## src/hdl/tbw_pkg.sv

```systemverilog
// Shared types, widths and helper functions of the triangle barycentric weight block.
package tbw_pkg;

   // Field widths of the items and registers.
   localparam int COORD_BITS = 16;
   localparam int FRAC_BITS  = 16;
   localparam int OUT_BITS   = 24;
   localparam int NUM_AXES   = 3;
   localparam int VERT_W     = NUM_AXES * COORD_BITS;

   // Configuration register indexes.
   localparam int CSR_IDX_W = 2;
   localparam logic [CSR_IDX_W-1:0] CSR_VERTEX_A = 2'd0;
   localparam logic [CSR_IDX_W-1:0] CSR_VERTEX_B = 2'd1;
   localparam logic [CSR_IDX_W-1:0] CSR_VERTEX_C = 2'd2;

   // Datapath widths, all derived from the coordinate and fraction widths.
   localparam int DIFF_W = COORD_BITS + 1;
   localparam int PP_W   = 2 * DIFF_W;
   localparam int DOT_W  = PP_W + 2;
   localparam int LO_W   = DOT_W / 2;
   localparam int HI_W   = DOT_W - LO_W;
   localparam int PROD_W = 2 * DOT_W;
   localparam int NUM_W  = PROD_W + 1;
   localparam int NQ_W   = NUM_W + FRAC_BITS;
   localparam int QS_W   = NQ_W + 1;
   localparam int U_W    = QS_W + 2;

   // Queue between the front and the back.
   localparam int QUEUE_DEPTH = 4;
   localparam int QUEUE_PTR_W = 2;

   // Fixed point constants of the result stage.
   localparam logic signed [U_W-1:0] WEIGHT_ONE = U_W'(1) << FRAC_BITS;
   localparam logic signed [U_W-1:0] SAT_MAX    = U_W'((2 ** (OUT_BITS - 1)) - 1);
   localparam logic signed [U_W-1:0] SAT_MIN    = ~SAT_MAX;

   typedef struct packed {
      logic signed [COORD_BITS-1:0] point_x;
      logic signed [COORD_BITS-1:0] point_y;
      logic signed [COORD_BITS-1:0] point_z;
   } req_type;

   typedef struct packed {
      logic signed [OUT_BITS-1:0] weight_u;
      logic signed [OUT_BITS-1:0] weight_v;
      logic signed [OUT_BITS-1:0] weight_w;
      logic                       degenerate;
   } rsp_type;

   // Dot products of one item, handed from the front to the back.
   typedef struct packed {
      logic signed [DOT_W-1:0] d00;
      logic signed [DOT_W-1:0] d01;
      logic signed [DOT_W-1:0] d11;
      logic signed [DOT_W-1:0] d20;
      logic signed [DOT_W-1:0] d21;
   } dots_type;

   // Clamp a wide signed weight to the output range.
   function automatic logic signed [OUT_BITS-1:0] sat_out(input logic signed [U_W-1:0] x);
      logic signed [OUT_BITS-1:0] r;
      if (x > SAT_MAX) begin
         r = SAT_MAX[OUT_BITS-1:0];
      end else if (x < SAT_MIN) begin
         r = SAT_MIN[OUT_BITS-1:0];
      end else begin
         r = x[OUT_BITS-1:0];
      end
      return r;
   endfunction

endpackage

```

## src/hdl/tbw_queue.sv

```systemverilog
// Short queue of dot-product items between the front and the back.
module tbw_queue (
   input  logic              clock,
   input  logic              reset,
   input  logic              push,
   input  tbw_pkg::dots_type push_data,
   output logic              full,
   input  logic              pop,
   output logic              pop_valid,
   output tbw_pkg::dots_type pop_data
);
   import tbw_pkg::*;

   dots_type                 entry_ff [QUEUE_DEPTH];
   logic [QUEUE_PTR_W-1:0]   wr_ptr_ff, wr_ptr_in;
   logic [QUEUE_PTR_W-1:0]   rd_ptr_ff, rd_ptr_in;
   logic [QUEUE_PTR_W:0]     count_ff, count_in;

   assign full      = count_ff == (QUEUE_PTR_W + 1)'(QUEUE_DEPTH);
   assign pop_valid = count_ff != '0;
   assign pop_data  = entry_ff[rd_ptr_ff];

   // Pointer and fill count update; the depth is a power of two so pointers wrap.
   always_comb begin
      wr_ptr_in = push ? wr_ptr_ff + 1'b1 : wr_ptr_ff;
      rd_ptr_in = pop ? rd_ptr_ff + 1'b1 : rd_ptr_ff;
      count_in  = count_ff;
      if (push && !pop) begin
         count_in = count_ff + 1'b1;
      end else if (pop && !push) begin
         count_in = count_ff - 1'b1;
      end
   end

   always_ff @(posedge clock) begin
      if (reset) begin
         wr_ptr_ff <= '0;
         rd_ptr_ff <= '0;
         count_ff  <= '0;
      end else begin
         wr_ptr_ff <= wr_ptr_in;
         rd_ptr_ff <= rd_ptr_in;
         count_ff  <= count_in;
      end
   end

   // Entry storage.
   always_ff @(posedge clock) begin
      if (push) begin
         entry_ff[wr_ptr_ff] <= push_data;
      end
   end

endmodule

```

## config.mk

```make
export PLATFORM = sky130hd
export DESIGN_NAME = tbw_queue
export DESIGN_NICKNAME = d
export VERILOG_FILES = /design/src/hdl/tbw_pkg.sv /design/src/hdl/tbw_queue.sv
export SDC_FILE = /design/constraint.sdc
export NUM_CORES = 1
export LEC_CHECK = 0
export BUFFER_PORTS_ARGS = -buffer_cell sky130_fd_sc_hd__buf_2
export CAP_MARGIN = 10
export CORE_ASPECT_RATIO = 1.25
export CORE_MARGIN = 2
export CORE_UTILIZATION = 50
export DETAILED_ROUTE_END_ITERATION = 6
export PLACE_DENSITY = 0.68
export SLEW_MARGIN = 20
export SYNTH_ARGS = -nofsm -noshare
export SYNTH_HDL_FRONTEND = slang
export SYNTH_SLANG_ARGS = --single-unit
```

## constraint.sdc

```tcl
create_clock -name clock -period 8.05 [get_ports clock]
set_input_delay 2.0125 -clock clock [delete_from_list [all_inputs] [get_ports clock]]
set_output_delay 2.0125 -clock clock [all_outputs]
set_load 0.01 [all_outputs]
```

After elaboration in Yosys (flattened, before gate mapping)
Memory sizes are Yosys's and may differ from the RTL's. A register that Yosys moved wholly into a read port is not among the register bits.
Index checks and enable logic that the tools add are counted.
{"block": "totals", "reg_bits": 7, "mem_bits_rw": 720, "input_bits": 184, "out_inout_bits": 182, "wordCells": 21, "mem_count": 1}
{"block": "op_classes", "n_addsub": 4, "n_eq_ne": 1, "muxes": 6, "n_reduce_logical": 6}
{"memory": "entry_ff", "depth": 4, "word_bits": 180, "rd": 1, "rd_ports_with_merged_regs": 1, "write_ports": 1, "line": "tbw_queue.sv:14", "rtl": "dots_type entry_ff [QUEUE_DEPTH];"}
{"cell": "$mux 3", "count": 2}
{"cell": "$add 2x1->2 const B", "count": 2}
{"cell": "$mux 2", "count": 2}
{"cell": "$add 3x1->3 const B", "count": 1}
{"cell": "$eq 3x3->1 const B", "count": 1}
{"cell": "$reduce_bool 3->1", "count": 1}
{"cell": "$sub 3x1->3 const B", "count": 1}
{"cell": "$logic_and 1x1->1", "count": 2}
{"cell": "$logic_not 1->1", "count": 2}
{"cell": "$mux 1", "count": 2}
{"cell": "$reduce_bool 2->1", "count": 1}

Depth between registers and ports, before layout
Gate-level depths: netlist of the first run.
{"block": "depth", "word_depth": 4, "ltp_mapped": 7, "ltp_nobuf": 7}

Worst setup path after synthesis of the first run
No wires, ideal clock.
{"block": "synth_timing", "kind": "in2reg", "from": "input push", "to": "memory entry_ff[0][0] in the netlist's numbering, enable pin", "setup_ns": 0.561, "arrival_time_ns": 6.104, "t_required_ns": 7.489, "slack_ns": 1.384, "path_stages": 1, "path_buffers": 0, "cell_sequence": "and2_1"}
{"block": "synth_between", "elab_chain_len": 2}
{"element": "from (decl)", "line": "tbw_queue.sv:5", "rtl": "input logic push,"}
{"element": "$mux 1", "line": "tbw_queue.sv:49", "rtl": "if (push) begin"}
{"element": "$mux 1 (implied by the code)", "line": "tbw_queue.sv:50", "rtl": "entry_ff[wr_ptr_ff] <= push_data;"}
{"element": "to (decl)", "line": "tbw_queue.sv:14"}
No other way between the ends.

==> results of run 1 <==
-- worst min-delay path: cells and delay by family (launching register included) --
family,cells,cell delay [ps]
flip-flops,1,320
AO/OA/AOI/OAI,2,140
-- how the worst max path moves through the flow --
stage               from             end  cells past startpoint
6_report       flip-flop    pop_data[41]                      4
5_1_grt        flip-flop    pop_data[48]                      4
4_1_cts        flip-flop   pop_data[102]                      3
3_5_place_dp   flip-flop   pop_data[102]                      3
3_3_place_gp   flip-flop   pop_data[102]                      3
2_1_floorplan       push  entry_ff[0][0]                      1
-- cells in the final DEF, fill, tap and decap left out, drive strengths merged, types with 3 or more instances in the layout --
| cell type | synthesis | layout |
|---|---|---|
| diode | 0 | 8 |
| bufinv | 0 | 5 |
| mux4 | 180 | 180 |
| buf | 34 | 382 |
| inv | 4 | 7 |
| clkinv | 0 | 27 |
| ha | 5 | 5 |
| xor2 | 3 | 3 |
| nor2 | 7 | 7 |
| and2 | 4 | 4 |
| dfxtp | 9 | 9 |
| clkbuf | 7 | 82 |
| edfxtp | 720 | 720 |
-- where the power goes --
group	switching (uW)	total, uW	internal, uW
combinational	417	765	348
sequential	55.5	4420	4360
clock	1310	3040	1740
-- metrics by stage --
step	cells	area, sq um	utilization (%)	total power, uW
after global placement	1996	28900	55.3	5270
after detailed placement	1996	28900	55.3	5280
final	2124	31100	59.4	8230
after floorplan	984	26400	-	4970
after global routing	2121	31100	59.4	8510
after CTS	2115	31000	59.3	8340
-- cell families after synthesis --
kind of cell             synth area share (%)
adder cells (fa/ha/maj)                 0.313
buffers and inverters                    1.05
XOR/XNOR                                0.166
AND/OR/NAND/NOR                         0.285
multiplexers                             15.5
AO/OA/AOI/OAI                          0.0379
flip-flops                               82.7
-- sequential cells by signal, summed over array words and instances (netlist names), named ones only --
register	flops
entry_ff	720
count_ff	3
rd_ptr_ff	2
wr_ptr_ff	2
-- layout make-up --
type | count | area share [%]
clock buffers | 82 | 5.71
inverters | 4 | 0.0483
diodes | 8 | 0.0644
multi-input cells | 210 | 13.8
flip-flops and latches | 729 | 70.2
well taps | 672 | 2.71
repair buffers | 382 | 6.43
clock inverters | 37 | 1.05
-- synth_stat cells --
cell / count
buf_2: 21
nor3b_1: 1
nand2_1: 1
mux2i_1: 2
xor2_1: 3
nor2_1: 7
inv_1: 4
ha_1: 5
and2_1: 4
xnor2_1: 2
clkbuf_1: 7
buf_1: 2
o21ai_0: 1
a21oi_1: 1
or3_1: 2
fa_1: 1
buf_6: 11
mux4_2: 180
edfxtp_1: 720
dfxtp_1: 9
-- per-layer routing --
layer	global-route usage, %	up-vias
met5	0	-
met4	6.71	16
met3	5.91	87
met2	29.0	319
met1	23.6	6140
li1	-	5105
==> key figures, run 1 <==
Cells and area
  • Area growth syn-to-layout: 17.9%
  • Fill cells: 3,674
  • Footprint of the multi-input gates: 4300 sq um
  • Fin nets: 1,585
  • Register Area: 21,800 sq um
  • Layout cells sized above 1: 45.4%

Timing
  • Final setup viols: 0
  • Max-slew headroom: 27.5%
  • RSZ-0062 raised after global routing: false
  • Final hold vios: 0
  • Worst slew pin tran: 1090 ps
  • Fin crit share: 63.7%
  • Final Hold Slack: 511 ps
  • Clk_skew: 25.6 ps
  • Final min period: 5130 ps
  • Final setup TNS: 0 ps
  • Setup ws final: 2920 ps
  • Max Slew Vio Count: 0
  • Peak Freq: 0.195 GHz

Critical path
  • Worst stage delay on the critical path: 760 ps
  • Max Fanout on Critical Path: 80
  • Worst-path cell chain: buf_12, buf_16, mux4_2, buf_2
  • Setup CP Type: flip-flop to primary output
  • R2R Setup Slk: 5450 ps
  • Worst R2R End: entry_ff[2][56]
  • Worst path bufs/invs: 3
  • CP max-delay cell: dfxtp_4
  • Worst path top cell family by delay: buffers and inverters
  • Setup crit end kind: primary output
  • Worst reg2reg startpoint: wr_ptr_ff[0]
  • CP Launch Type: flip-flop
  • CP arrival: 3110 ps
  • Worst Path Required: 6040 ps
  • R2r worst-path depth: 4

Routing
  • Via-per-instance ratio: 5.49
  • Met2 WL post-DR: 25.0 mm
  • Metal3 WL: 3.74 mm
  • Wl on met1: 19.6 mm
  • WL/cell: 23.4 microns
  • TritonRoute pass-1 iters: 4
  • Via Count: 11.7k
  • DRT iter0 DRCs: 781
  • Top layer in use: met5
  • # DRC: 0
  • Number of nets with antenna violations after routing: 0
  • DRT Wirelength: 49.7 mm

Clock network
  • Skew-Pair Late Insertion Delay: 600 ps
  • Total CTS buffers: 68
  • CTS H-Tree Depth: 3
  • CTS tree: built
  • Root buffer cell: clkbuf_16
  • Number of hold buffers added after cts: 0
  • Max Buffers Root-to-Sink: 3
  • Setup repair bufs after CTS: 0
  • Reg clk slew, reported paths: 60 ps
  • CTS sink cnt: 729
  • PostCTS Resize Cnt: 0

Logic synthesis
  • Syn_area_per_cell: 26.8 sq um
  • Largest area contributor in the netlist: edfxtp_1
  • Synth Warn #: 0
  • Yosys reg bits: 729
  • Synth Instances: 984
  • Top cells by area, synth: edfxtp_1, mux4_2, dfxtp_1
  • Sequential cell area fraction in the yosys report: 82.7%
  • Top-area cell type share of the netlist area: 82.0%
  • Mapped Area: 26,400 sq um
  • Syn Nets: 1,174
  • Post-synthesis cell type count: 20

GRT
  • Total congestion overflow: 0
  • Number of global-route vias before repair: 12.1k
  • Largest net degree at the start of global routing: 111
  • GRT Util Overall: 18.2%
  • First-pass GRT wire length: 73.5 mm
  • Initial antenna violation count: 14

Place
  • DP HPWL: 29.2 mm
  • Setup WS pre-CTS: 3480 ps
  • PortBufs: 365
  • RD Place Congestion: 0.722

Die
  • Chip height: 261 microns
  • Die Area: 54,600 sq um
  • Core area: 52,300 sq um
  • # rows: 94
  • Die Wd: 209 microns
  • Initial core utilization: 50.4%
  • I/O pins: 366

Min path
  • HP Start: count_ff[2]
  • Worst hold path type: flip-flop to flip-flop
  • Hold Path Cell Cnt: 2
  • Endpoint, Worst Hold: count_ff[2]

Run
  • Max-cap violation count: 0

Pwr
  • VDD IR max: 204 uV
  • PD cells: 265 nW/um^2
  • Leak Pwr: 0.0104 uW

Outcome
  • Status: complete, no violations
Power figures use the tool's default switching activity.
==> inputs of run 2 (changes only) <==
==> constraint.sdc (replaced) <==
create_clock -name clock -period 5.19 [get_ports clock]
set_input_delay 1.2975 -clock clock [delete_from_list [all_inputs] [get_ports clock]]
set_output_delay 1.2975 -clock clock [all_outputs]
set_load 0.01 [all_outputs]
==> run 2 against run 1 <==
Against the previous run: register-to-register slack got worse by 2500 ps; cell count down 0.28%; utilization increased by 0.16 points; combinational power up 59%; total power increased by 55%; clock power grew 55%; design area up 0.27%; hold slack better by 2.5 ps; clock-buffer cell count increased by 4; die area unchanged.
==> key figures, run 2 (same netlist as run 1, synthesis figures left out) <==
Cells and area
  • Flip-flop count of the largest register after layout: 720
  • Most frequent cells in the layout: edfxtp_1, buf_2, mux4_2
  • Fin nets: 1,584
  • Largest registers: entry_ff: 720 flops, count_ff: 3 flops
  • Layout cells sized above 1: 45.3%
  • Cell area after layout: 31,200 sq um
  • Most flops, register: entry_ff
  • Area growth syn-to-layout: 18.2%
  • Most common cell after layout, fill and taps aside: edfxtp_1

Critical path
  • Worst path top cell family by delay: flip-flops
  • CP max-delay cell: dfxtp_4
  • Max Fanout on Critical Path: 66
  • Worst stage delay on the critical path: 690 ps
  • Setup crit end kind: primary output
  • Worst-path cell chain: buf_12, mux4_2, buf_2
  • Levels on crit path: 3
  • Setup CP Type: flip-flop to primary output
  • CP Launch Type: flip-flop
  • Worst Path Required: 3890 ps
  • R2r worst-path depth: 4
  • CP arrival: 2630 ps
  • Worst path bufs/invs: 2

Die
  • Die Area: 54,600 sq um
  • I/O pins: 366
  • # rows: 94
  • Initial core utilization: 50.4%
  • Chip height: 261 microns
  • Die Wd: 209 microns
  • Core area: 52,300 sq um

GRT
  • GRT Util Overall: 18.6%
  • Number of global-route vias before repair: 12.3k
  • First-pass GRT wire length: 74.8 mm
  • GR met3 Demand/Resource: 6.71%
  • Met1 Usage GRT: 23.5%
  • Met2 usage: 29.9%
  • Initial antenna violation count: 17
  • GRT busiest layer: met2
  • Total congestion overflow: 0
  • Largest net degree at the start of global routing: 93

Pwr
  • VDD IR max: 316 uV
  • PD cells: 410 nW/um^2
  • Leak Pwr: 0.0104 uW

Timing
  • Final setup TNS: 0 ps
  • Peak Freq: 0.255 GHz
  • RSZ-0062 raised after global routing: false
  • Final setup viols: 0
  • Final hold vios: 0
  • Final min period: 3920 ps
  • Worst slew pin tran: 788 ps
  • Fin crit share: 75.6%
  • Max Slew Vio Count: 0
  • Max-slew headroom: 47.5%
  • Clk_skew: 27.4 ps

Routing
  • DRT iter0 DRCs: 818
  • TritonRoute pass-1 iters: 4
  • DRT Wirelength: 50.3 mm
  • WL/cell: 23.8 microns
  • Number of nets with antenna violations after routing: 0
  • # DRC: 0
  • Via-per-instance ratio: 5.49
  • Via Count: 11.6k

Run
  • Max-cap violation count: 0

Place
  • RD Place Congestion: 0.725
  • Post-DP Area: 29,000 sq um
  • DP HPWL: 30.1 mm
  • PortBufs: 365

Clock network
  • Skew-Pair Late Insertion Delay: 600 ps
  • CTS tree: built
  • Total CTS buffers: 69
  • PostCTS Resize Cnt: 0
  • CTS sink cnt: 729
  • Setup repair bufs after CTS: 0
  • Number of hold buffers added after cts: 0
  • Max Buffers Root-to-Sink: 3
  • CTS H-Tree Depth: 3
  • Root buffer cell: clkbuf_16
  • Reg clk slew, reported paths: 60 ps

Min path
  • Worst hold path type: flip-flop to flip-flop
  • Hold Path Cell Cnt: 2

Outcome
  • Status: complete, no violations
==> run 2: cell types whose count changed in the layout (fill, tap and decap cells not counted), sizes merged <==
cell,before,now
buf,382,380
bufinv,5,4
clkbuf,82,86
clkinvlp,2,0
diode,8,4
inv,7,6
==> run 2: per-layer routing <==
metal	wire, microns	vias up
met5	164	-
met4	1260	26
met3	4330	101
met2	25000	371
met1	19600	6043
li1	-	5095
==> run 2: worst register-to-register path: stages (launching register included) <==
cell     delay [ps]
dfxtp_1         350
inv_1           100
ha_1            150
and2_4          650
buf_12          490
==> run 2: final timing paths <==
path	startpoint	to	slack (ps)
setup / recovery	flip-flop	pop_data[150]	1270
hold / removal	count_ff[2]	count_ff[2]	510
setup reg to reg	wr_ptr_ff[0]	entry_ff[2][15]	2970
hold reg to reg	count_ff[2]	count_ff[2]	510
==> run 2: report_power, final <==
part	internal, uW	total (uW)	switching [uW]
logic	549	1220	669
clock network	2700	4710	2010
registers	6770	6840	70.3
==> run 2: final cells by class <==
class | instances | area [sq um]
Inverter | 4 | 15.0
Fill cell | 3653 | 21200
Antenna cell | 4 | 10.0
Multi-Input combinational cell | 210 | 4300
Clock inverter | 33 | 274
Sequential cell | 729 | 21800
Timing Repair Buffer | 380 | 2090
Tap cell | 672 | 841
Clock buffer | 86 | 1830
==> run 2: through the flow <==
stage	hold WS, ps	power, uW	setup slack (ps)	utilization, %	instances
final	514	12800	1270	59.5	2118
after floorplan	461	7680	1240	-	984
after detailed placement	492	8210	1810	55.5	1995
after global placement	479	8190	1820	55.5	1995
after global routing	533	13200	1060	59.5	2117
after CTS	505	12900	1140	59.5	2114
